File: config.mk
export PLATFORM = sky130hd
export DESIGN_NAME = gray_piecewise_colormap
export DESIGN_NICKNAME = d
export VERILOG_FILES = /design/src/sv/gpc_pkg.sv /design/src/sv/gpc_front.sv /design/src/sv/gpc_fifo.sv /design/src/sv/gpc_back.sv /design/src/sv/gray_piecewise_colormap.sv
export SDC_FILE = /design/constraint.sdc
export NUM_CORES = 2
export LEC_CHECK = 0
export ABC_AREA = 1
export BUFFER_PORTS_ARGS = -buffer_cell sky130_fd_sc_hd__buf_2
export CAP_MARGIN = 20
export CORE_UTILIZATION = 60
export DETAILED_ROUTE_END_ITERATION = 12
export HOLD_SLACK_MARGIN = 0.12
export PLACE_DENSITY = 0.81
export SLEW_MARGIN = 25
export SYNTH_ARGS = -nofsm -noshare
export SYNTH_HDL_FRONTEND = slang
export SYNTH_SLANG_ARGS = --single-unit
File: constraint.sdc
create_clock -name clk -period 23 [get_ports clk]
set_input_delay 3.45 -clock clk [delete_from_list [all_inputs] [get_ports clk]]
set_output_delay 3.45 -clock clk [all_outputs]
set_load 0.02 [all_outputs]
File: src/sv/gpc_pkg.sv
// gpc_pkg: types, constants and helpers for the gray piecewise colormap
// no dependencies
package gpc_pkg;

  localparam int unsigned MAX_COLORS_DEF = 16;
  localparam int unsigned CNT_W          = 5;
  localparam int unsigned CH_W           = 8;
  localparam int unsigned RECIP_SH       = 24;
  localparam int unsigned RECIP_W        = 25;

  typedef enum logic {
    CMD_LOAD = 1'b0,
    CMD_MAP  = 1'b1
  } cmd_t;

  typedef struct packed {
    logic       command;
    logic [3:0] point_index;
    logic [7:0] red_in;
    logic [7:0] green_in;
    logic [7:0] blue_in;
  } in_word_t;

  typedef struct packed {
    logic [7:0] red_out;
    logic [7:0] green_out;
    logic [7:0] blue_out;
  } out_word_t;

  // classified word as passed from front to back
  typedef struct packed {
    logic        load;
    logic [3:0]  slot;
    logic [23:0] colour;
    logic [7:0]  gray;
  } job_t;

  // gray = sum/3 for sum <= 765: (sum*683)>>11
  function automatic logic [7:0] div3(input logic [9:0] sum);
    logic [20:0] p;
    p = 21'(sum) * 21'd683;
    return p[18:11];
  endfunction

endpackage

File: src/sv/gpc_front.sv
// gpc_front: accepts words, holds the colour count, classifies loads and pixels
// depends on gpc_pkg
module gpc_front #(
  parameter int unsigned MAX_COLORS = gpc_pkg::MAX_COLORS_DEF
) (
  input  logic                 clk,
  input  logic                 rst,
  input  logic                 cfg_we,
  input  logic [4:0]           cfg_data,
  input  logic                 in_valid,
  input  gpc_pkg::in_word_t    in_word,
  output logic                 in_stall,
  output logic                 q_valid,
  output gpc_pkg::job_t        q_job,
  input  logic                 q_full,
  output logic [8:0]           seg_w,
  output logic [gpc_pkg::RECIP_W-1:0] recip,
  output logic [8:0]           last
);
  localparam int unsigned AW = $clog2(MAX_COLORS);
  localparam int unsigned RW = gpc_pkg::RECIP_W;
  localparam int unsigned SH = gpc_pkg::RECIP_SH;

  logic [4:0] n_colours;
  logic [8:0] n_eff;
  logic [9:0] sum;
  logic       acc;
  logic [AW-1:0] t_idx;
  logic [MAX_COLORS-1:0][8:0]    w_tab;
  logic [MAX_COLORS-1:0][RW-1:0] m_tab;

  // width 256/k and its rounded-up reciprocal for k = n-1
  for (genvar k = 0; k < MAX_COLORS; k++) begin : g_tab
    localparam int unsigned WK = 256 / ((k == 0) ? 1 : k);
    localparam int unsigned MK = ((1 << SH) + WK - 1) / WK;
    assign w_tab[k] = 9'(WK);
    assign m_tab[k] = RW'(MK);
  end

  always_ff @(posedge clk) begin
    if (rst) n_colours <= 5'd2;
    else if (cfg_we) n_colours <= cfg_data;
  end

  always_comb begin
    if (n_colours < 5'd2) n_eff = 9'd2;
    else if (32'(n_colours) > MAX_COLORS) n_eff = 9'(MAX_COLORS);
    else n_eff = 9'(n_colours);
  end

  assign last  = n_eff - 9'd1;
  assign t_idx = AW'(last);
  assign seg_w = w_tab[t_idx];
  assign recip = m_tab[t_idx];

  assign in_stall = q_full;
  assign acc      = in_valid && !in_stall;
  assign sum  = 10'(in_word.red_in) + 10'(in_word.green_in) + 10'(in_word.blue_in);

  // loads to a slot past the store are dropped here
  assign q_valid = acc && ((in_word.command == gpc_pkg::CMD_MAP)
                   || (32'(in_word.point_index) < MAX_COLORS));
  assign q_job.load   = in_word.command == gpc_pkg::CMD_LOAD;
  assign q_job.slot   = in_word.point_index;
  assign q_job.colour = {in_word.red_in, in_word.green_in, in_word.blue_in};
  assign q_job.gray   = gpc_pkg::div3(sum);
endmodule

File: src/sv/gpc_fifo.sv
// gpc_fifo: two-entry queue between front and back
// depends on gpc_pkg
module gpc_fifo (
  input  logic          clk,
  input  logic          rst,
  input  logic          push,
  input  gpc_pkg::job_t push_job,
  output logic          full,
  output logic          pop_valid,
  output gpc_pkg::job_t pop_job,
  input  logic          pop
);
  gpc_pkg::job_t mem [2];
  logic       wp, rp;
  logic [1:0] cnt;

  assign full      = cnt == 2'd2;
  assign pop_valid = cnt != 2'd0;
  assign pop_job   = mem[rp];

  always_ff @(posedge clk) begin
    if (push) mem[wp] <= push_job;
  end

  always_ff @(posedge clk) begin
    if (rst) begin
      wp <= 1'b0; rp <= 1'b0; cnt <= 2'd0;
    end else begin
      if (push) wp <= !wp;
      if (pop) rp <= !rp;
      cnt <= cnt + 2'(push) - 2'(pop);
    end
  end

  a_no_overflow: assert property (@(posedge clk) disable iff (rst) push |-> !full)
    else $error("queue overflow");
  a_no_underflow: assert property (@(posedge clk) disable iff (rst) pop |-> pop_valid)
    else $error("queue underflow");
  a_cnt_range: assert property (@(posedge clk) disable iff (rst) cnt != 2'd3)
    else $error("queue count");
endmodule

File: src/sv/gpc_back.sv
// gpc_back: colour store, segment divide, blend pipeline and output register
// depends on gpc_pkg
module gpc_back #(
  parameter int unsigned MAX_COLORS = gpc_pkg::MAX_COLORS_DEF
) (
  input  logic                 clk,
  input  logic                 rst,
  input  logic [8:0]           seg_w,
  input  logic [gpc_pkg::RECIP_W-1:0] recip,
  input  logic [8:0]           last,
  input  logic                 j_valid,
  input  gpc_pkg::job_t        j_job,
  output logic                 j_pop,
  output logic                 out_valid,
  output gpc_pkg::out_word_t   out_word,
  input  logic                 out_stall
);
  localparam int unsigned AW = $clog2(MAX_COLORS);
  localparam int unsigned RW = gpc_pkg::RECIP_W;
  localparam int unsigned SH = gpc_pkg::RECIP_SH;
  localparam int unsigned PW = RW + 8;
  localparam int unsigned QW = RW + 17;

  logic [23:0] lo_mem [MAX_COLORS];
  logic [23:0] hi_mem [MAX_COLORS];

  logic          a_v, b_v, c_v, d_v;
  logic [PW-1:0] j_prod;
  logic [7:0]    a_gray, a_seg;
  logic [16:0]   a_prod;
  logic          a_tail;
  logic [AW-1:0] a_lo, a_hi, wr_addr;
  logic [23:0]   b_lo, b_hi, c_hi;
  logic [8:0]    b_off;
  logic          b_tail, c_tail;
  logic [16:0]   c_sum [3];
  logic          adv;

  // divide by segment width through its reciprocal
  function automatic logic [7:0] div_w(input logic [16:0] v, input logic [RW-1:0] m);
    logic [QW-1:0] p;
    p = QW'(v) * QW'(m);
    return p[SH+7:SH];
  endfunction

  // pipeline moves unless output is held
  assign adv     = !(d_v && out_stall);
  assign j_pop   = j_valid && adv;
  assign j_prod  = PW'(j_job.gray) * PW'(recip);
  assign wr_addr = AW'(j_job.slot);

  assign a_prod = 17'(a_seg) * 17'(seg_w);
  assign a_tail = 9'(a_seg) >= last;
  assign a_lo   = AW'(a_seg);
  assign a_hi   = a_tail ? AW'(last) : AW'(a_seg + 8'd1);

  // loads write in queue order
  always_ff @(posedge clk) begin
    if (j_pop && j_job.load) begin
      lo_mem[wr_addr] <= j_job.colour;
      hi_mem[wr_addr] <= j_job.colour;
    end
    if (adv) begin
      b_lo <= lo_mem[a_lo];
      b_hi <= hi_mem[a_hi];
    end
  end

  always_ff @(posedge clk) begin
    if (adv) begin
      a_gray <= j_job.gray;
      a_seg  <= j_prod[SH+7:SH];
      b_off  <= 9'(17'(a_gray) - a_prod);
      b_tail <= a_tail;
      c_hi   <= b_hi;
      c_tail <= b_tail;
      for (int c = 0; c < 3; c++) begin
        c_sum[c] <= 17'(b_lo[8*c +: 8]) * 17'(seg_w - b_off)
                  + 17'(b_hi[8*c +: 8]) * 17'(b_off);
      end
    end
  end

  always_ff @(posedge clk) begin
    if (adv) begin
      if (c_tail) begin
        out_word <= gpc_pkg::out_word_t'(c_hi);
      end else begin
        out_word.red_out   <= div_w(c_sum[2], recip);
        out_word.green_out <= div_w(c_sum[1], recip);
        out_word.blue_out  <= div_w(c_sum[0], recip);
      end
    end
  end

  always_ff @(posedge clk) begin
    if (rst) begin
      a_v <= 1'b0; b_v <= 1'b0; c_v <= 1'b0; d_v <= 1'b0;
    end else if (adv) begin
      a_v <= j_pop && !j_job.load;
      b_v <= a_v;
      c_v <= b_v;
      d_v <= c_v;
    end
  end

  assign out_valid = d_v;

  a_hold: assert property (@(posedge clk) disable iff (rst)
    out_valid && out_stall |=> out_valid && $stable(out_word))
    else $error("output word changed under stall");
  a_pop_adv: assert property (@(posedge clk) disable iff (rst) j_pop |-> adv)
    else $error("pop while held");
  a_w_nonzero: assert property (@(posedge clk) disable iff (rst) seg_w != 9'd0)
    else $error("zero width");
endmodule

File: src/sv/gray_piecewise_colormap.sv
// gray_piecewise_colormap: top level, front classifier, queue, blend back end
// depends on gpc_pkg, gpc_front, gpc_fifo, gpc_back
//
//  channel  signals                        direction
//  in       in_valid in_stall in_word      into block
//  out      out_valid out_stall out_word   out of block
//  cfg      cfg_we cfg_data                into block
//
// one word per cycle sustained unless out_stall holds the output; a pixel passes
// the queue, then segment divide, store read, blend and divide by width.
// load words pass the queue in order and produce no output.
// reset clears pipeline, queue and count to two; the store is not cleared.
// out_stall with out_valid freezes all four stages; the two-entry queue then fills and raises in_stall.
module gray_piecewise_colormap #(
  parameter int unsigned MAX_COLORS = gpc_pkg::MAX_COLORS_DEF
) (
  input  logic               clk,
  input  logic               rst,
  input  logic               cfg_we,
  input  logic [4:0]         cfg_data,
  input  logic               in_valid,
  input  gpc_pkg::in_word_t  in_word,
  output logic               in_stall,
  output logic               out_valid,
  output gpc_pkg::out_word_t out_word,
  input  logic               out_stall
);
  logic q_push, q_full, q_pv, q_pop;
  gpc_pkg::job_t push_job, pop_job;
  logic [8:0] seg_w, last;
  logic [gpc_pkg::RECIP_W-1:0] recip;

  gpc_front #(.MAX_COLORS(MAX_COLORS)) u_front (
    .clk, .rst, .cfg_we, .cfg_data, .in_valid, .in_word, .in_stall,
    .q_valid(q_push), .q_job(push_job), .q_full,
    .seg_w, .recip, .last
  );

  gpc_fifo u_fifo (
    .clk, .rst, .push(q_push), .push_job, .full(q_full),
    .pop_valid(q_pv), .pop_job, .pop(q_pop)
  );

  gpc_back #(.MAX_COLORS(MAX_COLORS)) u_back (
    .clk, .rst, .seg_w, .recip, .last,
    .j_valid(q_pv), .j_job(pop_job), .j_pop(q_pop),
    .out_valid, .out_word, .out_stall
  );
endmodule
Yosys cells after proc, flatten, opt, wreduce, memory -nomap -nowiden
Memories as Yosys holds them, arrays and structs flattened. A register that Yosys moved wholly into a read port is not among the register bits.
Index checks and enable logic that the tools add are counted.
W data, S select, Z words.
- bits in registers: 88
- memory bits (writable): 893
- bits in read-only memories: 544
- output and inout bits: 26
- word-level logic and storage cells: 78
- memories kept: 6
- memories (name ; words ; width ; read ports ; clocked after memory_dff ; write ports ; RTL line ; source):
    (name not given) ; 16 ; 25 ; 1 ; 0 ; 0 ; gpc_front.sv:54 ; assign recip = m_tab[t_idx];
    u_back.hi_mem ; 16 ; 24 ; 1 ; 1 ; 1 ; gpc_back.sv:25 ; logic [23:0] hi_mem [MAX_COLORS];
    u_back.lo_mem ; 16 ; 24 ; 1 ; 1 ; 1 ; gpc_back.sv:24 ; logic [23:0] lo_mem [MAX_COLORS];
    (name not given) ; 16 ; 9 ; 1 ; 0 ; 0 ; gpc_front.sv:53 ; assign seg_w = w_tab[t_idx];
    u_fifo.mem ; 2 ; 37 ; 1 ; 1 ; 1 ; gpc_fifo.sv:13 ; gpc_pkg::job_t mem [2];
    u_back.c_sum ; 3 ; 17 ; 3 ; 0 ; 3 ; gpc_back.sv:36 ; logic [16:0] c_sum [3];
- add/sub/neg operators: 11
- multiply operators: 12
- order comparisons: 4
- eq/ne operators: 1
- mux-type cells: 13
- bitwise operators: 1
- reduce and logical (&&, ||, !) cells: 13
- operators by type and width (kind ; count):
    $mul A17 B25 Y32 ; 3
    $add A17 B17 Y17 ; 3
    $mul A8 B17 Y17 ; 3
    $mul A8 B9 Y17 ; 3
    $mul A8 B25 Y32 ; 1
    $mux W25 ; 1
    $mux W24 ; 1
    $mul A10 B10 Y19 const B ; 1
    $mux W9 ; 2
    $add A10 B8 Y10 ; 1
    $sub A9 B9 Y10 ; 1
    $add A8 B8 Y9 ; 1
    $ge A8 B9 Y1 ; 1
    $mul A8 B9 Y9 ; 1
    $sub A8 B9 Y9 ; 1
    $sub A9 B1 Y9 const B ; 1
    $logic_not A1 Y1 ; 7
    $mux W1 ; 7
    $gt A5 B5 Y1 const B ; 1
    $logic_and A1 B1 Y1 ; 5
    $lt A4 B5 Y1 const B ; 1
    $lt A5 B2 Y1 const B ; 1
    $mux W5 ; 1
    $add A4 B1 Y4 const B ; 1
    other kinds (6) ; 6

Longest topological paths before layout
- depth in word-level cells: 9
- mapped depth: 48

Hierarchy
A second synthesis with hierarchy kept.
- cell total of the unflattened synthesis: 11321
- area total of the unflattened synthesis: 92043.3 um^2
- modules (own cells, without submodules) (module ; times used ; cells each ; area an instance (um^2) ; seq. area each (um^2)):
    gpc_back ; 1 ; 10686 ; 85508.3 ; 16836.1
    gpc_front ; 1 ; 489 ; 3488.3 ; 100.1
    gpc_fifo ; 1 ; 146 ; 3046.7 ; 2322.2

Worst setup path after synthesis
OpenSTA, ideal clock, no wires.
- kind: input -> register
- start point: input out_stall
- end point: memory u_back.hi_mem[0][0] (enable)
- setup time: 0.405 ns
- data arrival time: 9.350 ns
- required time: 22.595 ns
- path slack: 13.245 ns
- cell stages on the path: 5
- path buffers: 0
- cell sequence: nand2_1 > o21ai_0 > nor2_1 > nand3_1 > nor2_1
- word-level cells in the longest chain between the ends: 6
- ends and longest elaborated chain (item ; RTL line ; source):
    start: declaration ; gray_piecewise_colormap.sv:26 ; input logic out_stall
    $logic_and A1 B1 Y1 ; gpc_back.sv:47 ; assign adv = !(d_v && out_stall);
    $logic_not A1 Y1 ; gpc_back.sv:47 ;
    $logic_and A1 B1 Y1 ; gpc_back.sv:48 ; assign j_pop = j_valid && adv;
    $logic_and A1 B1 Y1 ; gpc_back.sv:59 ; if (j_pop && j_job.load) begin
    $mux W1 ; gpc_back.sv:59 ;
    $mux W1 (implied by the code) ; gpc_back.sv:61 ; hi_mem[wr_addr] <= j_job.colour;
    end: declaration ; gpc_back.sv:25 ;
No other way between the ends.

==> results <==
- The cell that appears most often on the critical path is sky130_fd_sc_hd__inv_1.
- For this run the aggregate overflow at the end of global routing stands at 0.
- At the pin with the least slew margin, the transition time is 1.17 ns.
- The number of enable flip-flop cells after synthesis is 630.
- The global routing usage summed across all routing layers is between 30% and 40%.
- The slowest stage cell on the critical path is sky130_fd_sc_hd__buf_4.
- The clock sink total is 644.
- At the placement stage, the worst setup path has a slack of 12.01 ns.
- After synthesis, the most frequently instantiated cells are 2341 x sky130_fd_sc_hd__inv_1, 1677 x sky130_fd_sc_hd__nand2_1, 1204 x sky130_fd_sc_hd__fa_1.
- After detailed routing, the total wire length is 234000 um.
- The number of buffers created by CTS is 74.
- The placement row count is around 130.
- After the first detailed-routing iteration, the DRC count stood at 7346.
- In this run the worst path has a maximum fanout of 38.
- The count of H-tree levels built during CTS is 3.
- The worst setup path is captured at a flop.
- The top-level port count is 65.
- The predominant post-synthesis flop cell is sky130_fd_sc_hd__edfxtp_1.
- Using the TritonRoute via totals, the vias-per-cell ratio works out to 5.87.
- The count of mapped cells out of synthesis is ~9400.
- Timing would allow up to 0.0890 GHz.
- The initial antenna violation count is 1.
- The x dimension of the die is roughly 370 um.
- The full die area is 137000 um2.
- The category of the worst setup path launch point is a flop.
- Setup violations remaining at the end of the flow were counted as 0.
- The final count of hold timing violations is 0.
- The via count of the first global-routing pass is approximately 67000.
- After layout, the worst path uses 48.8% of the clock period.
- The total DRC errors in the routed layout is 2.
- The fraction of layout instances using a drive strength above 1 is roughly 3.9%.
- The setup slack of the worst register-to-register path is ~12 ns.
- Grouping stages by cell kind, the critical path spends the most delay in adder cells.
- The count of hold-fix buffers inserted at cts is 0.
- Setup slack closes at between 10 and 15 ns.
- The later pin in the worst-skew pair is clocked with a latency of 0.73 ns.
- The Yosys step of the flow raised 0 warnings.
- The final setup skew is 0.0867 ns.
- The launch point of the worst hold path is u_back.b_tail$_DFFE_PN_.
- Setup repair after global routing left no endpoint under its margin.
- The number of fill cells is 10644.
- Max-cap violations in this run came to 0.
- A synthesized cell averages 8.63 um2.
- sky130_fd_sc_hd__inv_1 is the most common cell in the netlist.
- The final-layout setup total negative slack is 0 ns.
- The effective utilization at floorplan is 60.7%.
- The total setup buffers inserted after CTS is 0.
- Counting distinct cell types in the post-synthesis netlist gives 58.
- Ranked by total cell area, the synthesized netlist is headed by sky130_fd_sc_hd__fa_1 30%, sky130_fd_sc_hd__edfxtp_1 23%, sky130_fd_sc_hd__inv_1 11%.
- In the synthesized netlist the async set-or-reset flop fraction comes to 0%.
- Dividing the detail-routed wire length by the instance count gives 21.1 um.
- The largest stage delay on the critical path is roughly 0.58 ns.
- The remaining antenna violation count after routing is 0.
- Together, buffers and inverters on the worst path number 11.
- The CTS tree is yes.
- The flow ran to the end, but the final reports show violations.
- The count of instances resized after the clock tree is built is 0.
- The floorplan core area is 134000 um2.
- The worst pin sits at a relative slew slack of 22.0%.
- The total standard cell area after synthesis is 81100 um2.
- Input and output buffers added on the ports amount to 64.
- The congestion estimate from routability-driven global placement came to 0.988.
- The flip-flop and latch count after synthesis is around 640.
- Relative to the synthesized area, the layout overhead comes to 5.18%.
- The startpoint identified for the worst register-to-register timing path is u_front.n_colours[4]$_SDFFE_PP0P_.
- Summing over every cut layer, the via total after detailed routing is 64944.
- The iteration count of the initial detailed-routing pass is 12.
- The first global-routing pass estimated 365000 um of wire.
- The origin of the worst setup path is u_front.n_colours[4]$_SDFFE_PP0P_.
- The die boundary height is about 370 um.
- The final reports fail on design-rule violations.
- The maximum root-to-sink buffer count is 3.
- The sum of net half-perimeters after detailed placement is ~170000 um.
- In this run the biggest area consumer among cell types represents between 20% and 30% of the synthesized area.
- The required time at the worst-slack endpoint is 23.40 ns.
- The sequential-to-total area share from yosys stat is 23.7%.
- For the worst setup path, the data arrival time is 11.63 ns.
- The kind of critical path is flop to flop.
- For this run, the post-layout net count is 11169.
- The smallest clock period supported by the final layout is computed as 11.23 ns.
- Clock-pin slew was measured on the worst setup and hold paths at 0.07 ns.
- The biggest area consumer among synthesized cells is sky130_fd_sc_hd__fa_1.
- When the netlist entered floorplanning its net count stood at between 10000 and 15000.
- In this run the worst hold path is classified as flop to flop.
- The largest net degree at the start of global routing is 247.
- The tree is rooted in a sky130_fd_sc_hd__clkbuf_16.
- The count of final max-slew check failures came to 0.
## cell usage in the layout (no fill, tap or decap), types with 86 or more instances in the layout
master                     netlist  final
sky130_fd_sc_hd__a21oi_1       359    359
sky130_fd_sc_hd__buf_4          18     86
sky130_fd_sc_hd__edfxtp_1      630    630
sky130_fd_sc_hd__fa_1         1204   1204
sky130_fd_sc_hd__ha_1          688    688
sky130_fd_sc_hd__inv_1        2341   2336
sky130_fd_sc_hd__nand2_1      1677   1675
sky130_fd_sc_hd__nand3_1       470    470
sky130_fd_sc_hd__nor2_1        832    814
sky130_fd_sc_hd__o21ai_0       326    324
## state kept, by name, indices dropped and copies added (netlist names), 6 cells and up, named ones only
name             count
u_fifo.mem          74
u_back.c_sum        51
u_back.a_seg         6
u_back.lo_mem      360
u_back.b_hi         24
u_back.b_lo         24
u_back.c_hi         24
u_back.out_word     24
u_back.hi_mem       24
u_back.a_gray        8
u_back.b_off         9
## logic make-up after synthesis
group	synth area share, %
xor+xnor	1.53
mux	0.345
simple gates	15.3
other cells	0.00462
fa+ha+maj	40.3
flops	23.7
buf+inv	13.0
compound gates	5.87
## path summary, 6_finish.rpt
path | to | cells past startpoint
setup reg to reg | u_back.c_sum[0][50]$_DFFE_PN_ | 42
hold reg to reg | u_back.c_tail$_DFFE_PN_ | 0
setup / recovery | u_back.c_sum[0][50]$_DFFE_PN_ | 42
hold / removal | u_back.c_tail$_DFFE_PN_ | 0
## layer usage
layer	GRT usage [%]	share of wire (%)
met4	19.6	6.6
met2	55.8	46
met5	0	0.0056
met3	8.22	12
met1	43.7	35
## layout make-up
class	count	area [um2]	area share [%]
Antenna cell	1	2.50	0.00293
Clock buffer	95	1960	2.30
Clock inverter	39	475	0.557
Inverter	2368	8890	10.4
Multi-Input combinational cell	5994	51500	60.3
Sequential cell	644	19200	22.5
Tap cell	1768	2210	2.59
Timing Repair Buffer	156	1120	1.31
## worst reg2reg max path, delay by kind of cell (launching register included)
family,cells,cell delay (ns)
fa+ha+maj,9,3.99
simple gates,11,2.31
buf+inv,11,2.22
compound gates,10,1.65
xor+xnor,1,0.42
flops,1,0.35
## through the flow
stage / hold WS (ns) / util [%] / std cells / area [um2]
finish: 0.427 / 63.8 / 11065 / 85400
global route: 0.439 / 63.8 / 11064 / 85300
CTS: 0.418 / 63.7 / 11062 / 85300
detailed placement: 0.406 / 61.9 / 10928 / 82900
global placement: 0.403 / 61.9 / 10925 / 82800
floorplan: 0.400 / - / 9398 / 81100
Power is left out: the tool's default activity adds up to more than one toggle a clock period on the data nets, which glitch-free logic cannot reach.
